[src/rtl/pmt_pkg.sv]
// Shared types and constants for the pending message tracker.
package pmt_pkg;

	localparam int unsigned DEPTH_DEF     = 16;
	localparam int unsigned ID_W          = 32;
	localparam int unsigned TIME_W        = 32;
	localparam logic [TIME_W-1:0] TIMEOUT_RESET = 32'd600000;

	typedef enum logic {
		REQ_RECORD   = 1'b0,
		REQ_RESPONSE = 1'b1
	} req_type_t;

	typedef enum logic [2:0] {
		ST_COMPLETED = 3'd0,
		ST_EXPIRED   = 3'd1,
		ST_NOT_FOUND = 3'd2,
		ST_RECORDED  = 3'd3,
		ST_FULL      = 3'd4
	} status_t;

	typedef enum logic [1:0] {
		S_IDLE,
		S_SCAN,
		S_FINISH
	} state_t;

	typedef struct packed {
		req_type_t         req_type;
		logic [ID_W-1:0]   msg_id;
		logic [TIME_W-1:0] time_ms;
	} req_t;

	typedef struct packed {
		status_t         status;
		logic [ID_W-1:0] out_id;
		logic            last;
	} result_t;

	typedef struct packed {
		logic load;
		logic shift;
	} cell_ctrl_t;

endpackage

[src/rtl/pmt_cell.sv]
// One storage cell of the entry chain: holds an id and a send time.
module pmt_cell (
	input  logic                      clk,
	input  pmt_pkg::cell_ctrl_t       ctl,
	input  logic [pmt_pkg::ID_W-1:0]  load_id,
	input  logic [pmt_pkg::TIME_W-1:0] load_tstamp,
	input  logic [pmt_pkg::ID_W-1:0]  nbr_id,
	input  logic [pmt_pkg::TIME_W-1:0] nbr_tstamp,
	output logic [pmt_pkg::ID_W-1:0]  id,
	output logic [pmt_pkg::TIME_W-1:0] tstamp
);
	import pmt_pkg::*;

	logic [ID_W-1:0]   id_q;
	logic [TIME_W-1:0] tstamp_q;

	// load wins over shift: the rotated front entry lands at the tail
	always_ff @(posedge clk) begin
		if (ctl.load) begin
			id_q     <= load_id;
			tstamp_q <= load_tstamp;
		end else if (ctl.shift) begin
			id_q     <= nbr_id;
			tstamp_q <= nbr_tstamp;
		end
	end

	assign id     = id_q;
	assign tstamp = tstamp_q;

endmodule

[src/rtl/pending_message_tracker.sv]
// Top level of the pending message tracker: cell chain and scan sequencer.
//
// Usage: present a request on req and raise start; it is taken at a rising
// edge with start high and busy low. A record request (req_type 0) appends
// an entry to the back of the queue, or reports full; its single result
// appears on result with result_valid high in the next cycle, and busy
// stays low, so records may follow one per cycle.
// A response request (req_type 1) raises busy and scans the queue from the
// front, one entry per cycle through cell 0 of the chain: a match
// completes and ends the scan, an aged entry is expired, others rotate to
// the back. Each result is shown for exactly one cycle with result_valid.
// A response to an empty queue reports not found without raising busy;
// a scan with no match ends with a final not-found result from S_FINISH.
// The timeout register is written through cfg_valid/cfg_data, always ready;
// write it only while idle. Reset empties the queue, loads the default
// timeout and clears result_valid. The receiver cannot stall results.
module pending_message_tracker #(
	parameter int unsigned DEPTH = pmt_pkg::DEPTH_DEF
) (
	input  logic                       clk,
	input  logic                       arst_n,
	input  logic                       start,
	output logic                       busy,
	input  pmt_pkg::req_t              req,
	output logic                       result_valid,
	output pmt_pkg::result_t           result,
	input  logic                       cfg_valid,
	output logic                       cfg_ready,
	input  logic [pmt_pkg::TIME_W-1:0] cfg_data
);
	import pmt_pkg::*;

	localparam int unsigned CW = $clog2(DEPTH + 1);

	state_t            state_q, state_d;
	logic [CW-1:0]     count_q, count_d;
	logic [CW-1:0]     scan_q, scan_d;
	logic [TIME_W-1:0] timeout_q;
	logic [ID_W-1:0]   rid_q;
	logic [TIME_W-1:0] now_q;
	logic              res_valid_q, res_valid_d;
	result_t           res_q, res_d;

	logic [ID_W-1:0]   cell_id [DEPTH];
	logic [TIME_W-1:0] cell_ts [DEPTH];
	logic [ID_W-1:0]   ins_id;
	logic [TIME_W-1:0] ins_ts;

	logic accept, rec_load, rot_load, shift_all;
	logic front_match, front_old;
	logic [TIME_W-1:0] age;
	logic [CW-1:0] tail_idx;

	assign accept    = start && !busy;
	assign busy      = (state_q != S_IDLE);
	assign cfg_ready = 1'b1;

	assign age         = now_q - cell_ts[0];
	assign front_match = (cell_id[0] == rid_q);
	assign front_old   = (age >= timeout_q);
	assign tail_idx    = count_q - CW'(1);

	always_comb begin
		state_d     = state_q;
		count_d     = count_q;
		scan_d      = scan_q;
		res_valid_d = 1'b0;
		res_d       = '{status: ST_NOT_FOUND, out_id: rid_q, last: 1'b1};
		rec_load    = 1'b0;
		rot_load    = 1'b0;
		shift_all   = 1'b0;
		ins_id      = req.msg_id;
		ins_ts      = req.time_ms;
		unique case (state_q)
			S_IDLE: begin
				if (accept) begin
					res_valid_d  = 1'b1;
					res_d.out_id = req.msg_id;
					if (req.req_type == REQ_RECORD) begin
						if (count_q == CW'(DEPTH)) begin
							res_d.status = ST_FULL;
						end else begin
							res_d.status = ST_RECORDED;
							rec_load     = 1'b1;
							count_d      = count_q + CW'(1);
						end
					end else if (count_q == '0) begin
						res_d.status = ST_NOT_FOUND;
					end else begin
						res_valid_d = 1'b0;
						scan_d      = count_q;
						state_d     = S_SCAN;
					end
				end
			end
			S_SCAN: begin
				// take the front entry off and advance the chain
				shift_all    = 1'b1;
				scan_d       = scan_q - CW'(1);
				res_d.out_id = cell_id[0];
				if (front_match) begin
					res_valid_d  = 1'b1;
					res_d.status = ST_COMPLETED;
					count_d      = count_q - CW'(1);
					state_d      = S_IDLE;
				end else begin
					if (front_old) begin
						res_valid_d  = 1'b1;
						res_d.status = ST_EXPIRED;
						res_d.last   = 1'b0;
						count_d      = count_q - CW'(1);
					end else begin
						rot_load = 1'b1;
						ins_id   = cell_id[0];
						ins_ts   = cell_ts[0];
					end
					if (scan_q == CW'(1)) begin
						state_d = S_FINISH;
					end
				end
			end
			S_FINISH: begin
				res_valid_d = 1'b1;
				state_d     = S_IDLE;
			end
			default: begin
				state_d = S_IDLE;
			end
		endcase
	end

	always_ff @(posedge clk or negedge arst_n) begin
		if (!arst_n) begin
			state_q     <= S_IDLE;
			count_q     <= '0;
			scan_q      <= '0;
			timeout_q   <= TIMEOUT_RESET;
			res_valid_q <= 1'b0;
		end else begin
			state_q     <= state_d;
			count_q     <= count_d;
			scan_q      <= scan_d;
			res_valid_q <= res_valid_d;
			if (cfg_valid && cfg_ready) begin
				timeout_q <= cfg_data;
			end
		end
	end

	always_ff @(posedge clk) begin
		res_q <= res_d;
		if (accept && req.req_type == REQ_RESPONSE) begin
			rid_q <= req.msg_id;
			now_q <= req.time_ms;
		end
	end

	assign result_valid = res_valid_q;
	assign result       = res_q;

	for (genvar i = 0; i < DEPTH; i++) begin : g_cell
		cell_ctrl_t        ctl;
		logic [ID_W-1:0]   nbr_id;
		logic [TIME_W-1:0] nbr_ts;

		assign ctl.load  = (rec_load && count_q == CW'(i)) ||
		                   (rot_load && tail_idx == CW'(i));
		assign ctl.shift = shift_all;

		if (i == DEPTH - 1) begin : g_end
			assign nbr_id = cell_id[i];
			assign nbr_ts = cell_ts[i];
		end else begin : g_mid
			assign nbr_id = cell_id[i+1];
			assign nbr_ts = cell_ts[i+1];
		end

		pmt_cell u_cell (
			.clk         (clk),
			.ctl         (ctl),
			.load_id     (ins_id),
			.load_tstamp (ins_ts),
			.nbr_id      (nbr_id),
			.nbr_tstamp  (nbr_ts),
			.id          (cell_id[i]),
			.tstamp      (cell_ts[i])
		);
	end

endmodule

[config.mk]
export PLATFORM = sky130hd
export DESIGN_NAME = pending_message_tracker
export DESIGN_NICKNAME = d
export VERILOG_FILES = /design/src/rtl/pmt_pkg.sv /design/src/rtl/pmt_cell.sv /design/src/rtl/pending_message_tracker.sv
export SDC_FILE = /design/constraint.sdc
export NUM_CORES = 1
export LEC_CHECK = 0
export BUFFER_PORTS_ARGS = -buffer_cell sky130_fd_sc_hd__clkbuf_2
export CORE_ASPECT_RATIO = 0.8
export CORE_MARGIN = 2
export CORE_UTILIZATION = 46
export CTS_BUF_LIST = sky130_fd_sc_hd__clkbuf_8 sky130_fd_sc_hd__clkbuf_16
export CTS_CLUSTER_DIAMETER = 30
export DETAILED_ROUTE_END_ITERATION = 10
export HOLD_SLACK_MARGIN = 0.08
export PLACE_DENSITY_LB_ADDON = 0.25
export SLEW_MARGIN = 30
export SYNTH_ARGS = -nofsm -noshare
export SYNTH_HDL_FRONTEND = slang
export SYNTH_SLANG_ARGS = --single-unit
[constraint.sdc]
create_clock -name clk -period 6.5 [get_ports clk]
set_input_delay 0.65 -clock clk [delete_from_list [all_inputs] [get_ports clk]]
set_output_delay 0.65 -clock clk [all_outputs]
set_load 0.005 [all_outputs]
### Yosys cells after proc, flatten, opt, wreduce, memory -nomap -nowiden

Index checks and enable logic that the tools add are counted.

* flip-flop bits (word level): 1169
* bits of input ports: 101
* output and inout bits: 39
* word-level logic and storage cells: 267

* add/sub/neg operators: 4
* $lt $le $gt $ge: 1
* equal/unequal tests: 42
* muxes and demuxes: 102
* bitwise gates (word level): 1
* reductions and logical operators: 75

Operator list (count)
* 2-to-1 mux 32 bit: 66
* == test 5 x 4 -> 1 bit, second input constant: 16
* case mux 35 bit (2 select lines): 1
* == test 5 x 3 -> 1 bit, second input constant: 8
* 2-to-1 mux 5 bit: 8
* 2-to-1 mux 35 bit: 1
* logical AND 1 bit: 34
* nonzero test 2 bit: 17
* == test 32 bit: 1
* greater-or-equal comparator 32 bit: 1
* subtractor 32 bit: 1
* == test 5 x 2 -> 1 bit, second input constant: 4
* case mux 5 bit (2 select lines): 2
* logical OR 1 bit: 16
* == test 5 x 1 -> 1 bit, second input constant: 3
* 2-to-1 mux 2 bit: 7
* 2-to-1 mux 1 bit: 13
* zero test 5 bit: 2
* != test 2 bit, second input constant: 5
* subtractor 5 x 1 -> 5 bit, second input constant: 2
* AND reduction 4 bit: 2
* 2-to-1 mux 3 bit: 2
* != test 3 bit, second input constant: 2
* adder 5 x 1 -> 5 bit, second input constant: 1
* 10 further kinds: 10

### Depth between registers and ports, before layout

* depth in word-level cells: 8
* depth in mapped cells: 23
* mapped depth without buffers: 21

### Hierarchy

From an unflattened synthesis, not the netlist that was laid out.

* cells, all modules: 3166
* area total of the unflattened synthesis: 55958.7 um2

By module, submodules not included
* pmt_cell: times used 16, cells an instance 136, area each 2905.3 um2, sequential area each 1921.8 um2
* pending_message_tracker: times used 1, cells an instance 990, area each 9474.1 um2, sequential area each 3778.6 um2

### Worst setup path before layout

No wires, ideal clock.

* kind: reg2reg
* from: register now_q[0]
* to: register g_cell[3].u_cell.id_q[0] (enable)
* library setup time: 0.433 ns
* data arrival time: 6.057 ns
* required time: 6.067 ns
* slack: 0.010 ns
* stages on the path, launching flop included: 23
* path buffers: 2
* clock period less this slack: 6.490 ns
* cell sequence: edfxtp_1 inv_1 ha_1 inv_1 fa_1 a21o_1 a211oi_1 o211ai_1 nand3_1 a311oi_1 or2_2 o31ai_1 xnor2_1 ha_1 o21a_1 a211oi_1 o21ai_1 nor4_4 and2_4 a32o_1 buf_2 buf_2 nand2b_1

* longest elaborated chain between the ends: 8

RTL lines
* start, declared: line pending_message_tracker.sv:40 `logic [TIME_W-1:0] now_q;`
* start signal, assigned: line pending_message_tracker.sv:154 `now_q <= req.time_ms;`
* subtractor 32 bit: line pending_message_tracker.sv:58 `assign age = now_q - cell_ts[0];`
* greater-or-equal comparator 32 bit: line pending_message_tracker.sv:60 `assign front_old = (age >= timeout_q);`
* 2-to-1 mux 1 bit: line pending_message_tracker.sv:107 `if (front_old) begin`
* 2-to-1 mux 1 bit: line pending_message_tracker.sv:101 `if (front_match) begin`
* 2-to-1 mux 1 bit: line pending_message_tracker.sv:74 `unique case (state_q)`
* logical AND 1 bit: line pending_message_tracker.sv:167 `(rot_load && tail_idx == CW'(i));`
* logical OR 1 bit: line pending_message_tracker.sv:166 `assign ctl.load = (rec_load && count_q == CW'(i)) ||`
* nonzero test 2 bit (no line)
* end signal, assigned: line pmt_cell.sv:20 `id_q <= load_id;`
* end signal, assigned: line pmt_cell.sv:23 `id_q <= nbr_id;`
* end, declared: line pmt_cell.sv:14 `logic [ID_W-1:0] id_q;`

Every way passes these cells.
A chain may end at the register's enable or synchronous reset.

### Final worst setup path

* from: register now_q[0]
* to: register g_cell[13].u_cell.tstamp_q[28] (data pin)

* longest elaborated chain between the ends: 8
* elaborated cells on any way between the ends: 11
* classes of those cells: 1 x add/sub; 1 x order compare; 7 x mux; 2 x reduce/logical

RTL lines
* subtractor 32 bit (*): line pending_message_tracker.sv:58
* greater-or-equal comparator 32 bit (*): line pending_message_tracker.sv:60
* 2-to-1 mux 1 bit: line pending_message_tracker.sv:107
* 2-to-1 mux 1 bit: line pending_message_tracker.sv:101
* 2-to-1 mux 1 bit: line pending_message_tracker.sv:74
* logical AND 1 bit: line pending_message_tracker.sv:167
* logical OR 1 bit: line pending_message_tracker.sv:166
* 2-to-1 mux 32 bit (*): line pmt_cell.sv:19 `if (ctl.load) begin`
* end signal, assigned: line pmt_cell.sv:21 `tstamp_q <= load_tstamp;`
* end signal, assigned: line pmt_cell.sv:24 `tstamp_q <= nbr_tstamp;`
* end, declared: line pmt_cell.sv:15 `logic [TIME_W-1:0] tstamp_q;`

Every way passes the cells marked *; elsewhere a longest branch is shown, timed or not.

==> results_dict.tcl <==
set metrics [dict create \
    grt_busiest_layer "met2" \
    worstRegToRegCells 21 \
    die_h_um 305 \
    p_int_mw 26.0 \
    worst_pin_slew_ps 840 \
    syn_to_final_growth_pct 21.6 \
    period_share_pct 94.0 \
    vias_per_cell 5.77 \
    initial_core_util_pct 46.4 \
    core_mm2 0.112 \
    r2r_end "g_cell[13].u_cell.tstamp[28]" \
    period_needed_ps 6110 \
    syn_area_per_cell_um2 16.7 \
    status "completed" \
    fillCellCount 8536 \
    combPwrFrac_pct 33.5 \
    synth-edff-count 1088 \
    r2r-start "now_q[0]" \
    dpl.hpwl_um 84900 \
    drive_gt1_share_pct 36.2 \
    gp_congestion 0.915 \
    crit_path_end_kind "flop" \
    cp_data_required_time_ps 7020 \
    final-hold-violation-count 0 \
    cts_made_buffers 207 \
    ys_types 70 \
    async_flop_share_pct 3.85 \
    io_buffers 138 \
    max_stage_delay_ps 560 \
    clock_sinks 1169 \
    via_count 29622 \
    io_pins 140 \
    critPathSlowestCell "o21ai_0" \
    p_switching_mw 13.0 \
    clockBufferDepth 3 \
    drt-wirelength-per-cell_um 27.1 \
    use_met3_pct 5.23 \
    power_mw 39.0 \
    drt-initial-drc-count 2853 \
    wl_um 139000 \
    min_path_type "in -> reg" \
    grt_max_degree 64 \
    syn-num-nets 3294 \
    cap_violations 0 \
    grt_pass1_wl_um 205000 \
    htreeDepth 4 \
    crit_start "now_q[0]" \
    irDropWorstVdd_uv 606 \
    switching_share_pct 33.3 \
    ff2ff_setup_slack_ps 390 \
    crit_path_cell_trace "inv_1, ha_1, inv_1, fa_1, a21o_1, a211oi_1, buf_4, o21a_1, o21ai_0, xor2_1, ha_1, nand2_1, o21ai_0, or3b_1, a311oi_2, nor4_4, and2b_1, a32oi_4, buf_12, buf_12, mux2_2" \
    overflow 0 \
    nNetsFinal 3618 \
    post_cts_buffers 0 \
    layout_commonest_cell "edfxtp_1" \
    synth-seq-cells 1169 \
    setup_tns_ps 0 \
    drc 0 \
    power_frac_clock_pct 28.5 \
    powerDensity_mw_per_mm2 615 \
    ys_seq_area_share_pct 66.2 \
    num_rows 110 \
    relSlewSlack_pct 43.4 \
    first_global_vias 30265 \
    drtPass1Iterations 5 \
    die_w_um 380 \
    groute.layer.met1.usage_pct 34.1 \
    max_freq_ghz 0.164 \
    synthesis.area_mm2 0.0521 \
    crit_fanout 26 \
    setup_viol 0 \
    p_leak_nw 23.3 \
    ys_warn_count 0 \
    worst-setup-path-type "reg -> reg" \
    cts_tree "built" \
    insertion_delay_ps 820 \
    power_frac_seq_pct 38.0 \
    final_cell_mix "1088 x edfxtp_1, 638 x mux2_2, 348 x mux2_1" \
    ys.flop_type "edfxtp_1" \
    track_usage_pct 23.9 \
    postRouteAntennaNets 0 \
    cts_root_buffer "clkbuf_16" \
    finalClockSkew_ps 53.5 \
    die-area_mm2 0.116 \
    drv_slew 0 \
    synthCells 3120 \
    grtUsageMet2_pct 37.1 \
    clkTransAtPathRegs_ps 50 \
    critical_path_arrival_ps 6630 \
    critPathCapture "g_cell[13].u_cell.tstamp[28]" \
    startpoint_type "flop" \
    rsz0062_at_grt "no" \
    antenna_found_initial 10 \
]
==> registers in the layout (all words and copies together), names as in the netlist, 2 cells and up <==
name and cells:
result 36, now_q 32, timeout_q 32, rid_q 32, scan_q 5, state_q 2
g_cell.u_cell.tstamp 512, g_cell.u_cell.id 512, count_q 5
==> routing by layer <==
metal	wire, um	share of wire [%]
met5	60	0.043
met3	10200	7.4
met2	64100	46
met4	2680	1.9
met1	62000	45
==> stage by stage <==
step	util (%)	setup slack, ps	std cells	hold WS [ps]	cell area (um2)
6_report	56.4	391	5136	123	63400
5_1_grt	56.4	225	5136	85.2	63400
4_1_cts	56.3	249	5133	83.8	63300
3_5_place_dp	49.2	306	4666	495	55300
3_3_place_gp	49.2	322	4666	493	55300
2_1_floorplan	-	10.1	3120	354	52100
==> worst min path at each step <==
stage	from	endpoint	depth (start not counted)
6_report	req[30]	now_q[30]	1
5_1_grt	req[30]	now_q[30]	1
4_1_cts	req[30]	now_q[30]	1
3_5_place_dp	rid_q[30]	result[31]	2
3_3_place_gp	rid_q[30]	result[31]	2
2_1_floorplan	arst_n	count_q[0]	0
==> Yosys cell counts, types with 4 or more instances <==
cell type	count	share of area (%)
edfxtp_1	1088	63
mux2_2	638	14
a21o_1	16	0.23
nand2_1	94	0.68
a32oi_1	5	0.084
inv_1	75	0.54
nor3_1	12	0.12
nand3_1	6	0.058
o21a_1	7	0.10
dfstp_2	8	0.40
nor2_1	31	0.22
mux2_4	39	1.1
xnor2_1	51	0.86
nor2b_1	24	0.29
xor2_1	12	0.20
dfxtp_1	36	1.4
buf_6	16	0.35
a22o_1	8	0.13
a211oi_1	8	0.12
mux2_1	348	7.5
buf_4	73	1.1
nand2b_1	14	0.17
dfrtp_1	37	1.8
and2_1	8	0.096
a32o_1	4	0.077
a22oi_1	37	0.53
ha_1	72	1.7
clkbuf_1	35	0.25
o21bai_1	6	0.086
o21ai_0	95	0.91
a21oi_1	55	0.53
and3_1	6	0.072
nand4_1	15	0.18
buf_2	83	0.80
o31ai_1	4	0.058
==> power groups by stage <==
stage / clock network [mW] / logic [mW] / registers [mW]
2_1_floorplan: 0 / 8.39 / 14.7
3_3_place_gp: 0 / 12.6 / 14.8
3_5_place_dp: 0 / 12.9 / 14.9
4_1_cts: 11.2 / 13.0 / 14.8
5_1_grt: 11.6 / 14.0 / 15.1
6_report: 11.1 / 13.1 / 14.8
==> timing repair <==
action                                 CTS  global route
setup endpoints to repair                0            30
resized for setup                        0             2
endpoints found under the hold margin  115             1
hold buffers                            79             1
==> kinds of logic after synthesis <==
group | synth area share (%)
flip-flops | 66.2
multiplexers | 22.4
buffers and inverters | 3.01
AO/OA/AOI/OAI | 3.34
AND/OR/NAND/NOR | 2.17
adder cells (fa/ha/maj) | 1.77
XOR/XNOR | 1.06
other | 0.00719
==> critical path, delay by kind of cell (launching register included) <==
family,cells,cell delay (ps)
AO/OA/AOI/OAI,7,2070
flip-flops,1,360
multiplexers,1,370
XOR/XNOR,1,400
buffers and inverters,5,720
adder cells (fa/ha/maj),3,790
AND/OR/NAND/NOR,4,1040
==> final cells by class <==
class | instances | area (um2) | share of cell area, %
antenna | 1 | 2.50 | 0.00395
clock buffer | 210 | 5230 | 8.26
clock inverter | 178 | 2020 | 3.18
inverter | 75 | 282 | 0.444
multi-input combinational | 1666 | 16300 | 25.8
sequential | 1169 | 34500 | 54.5
tap | 1512 | 1890 | 2.98
timing repair buffer | 325 | 3080 | 4.86
Note: power is estimated with default switching activity, not from simulation.
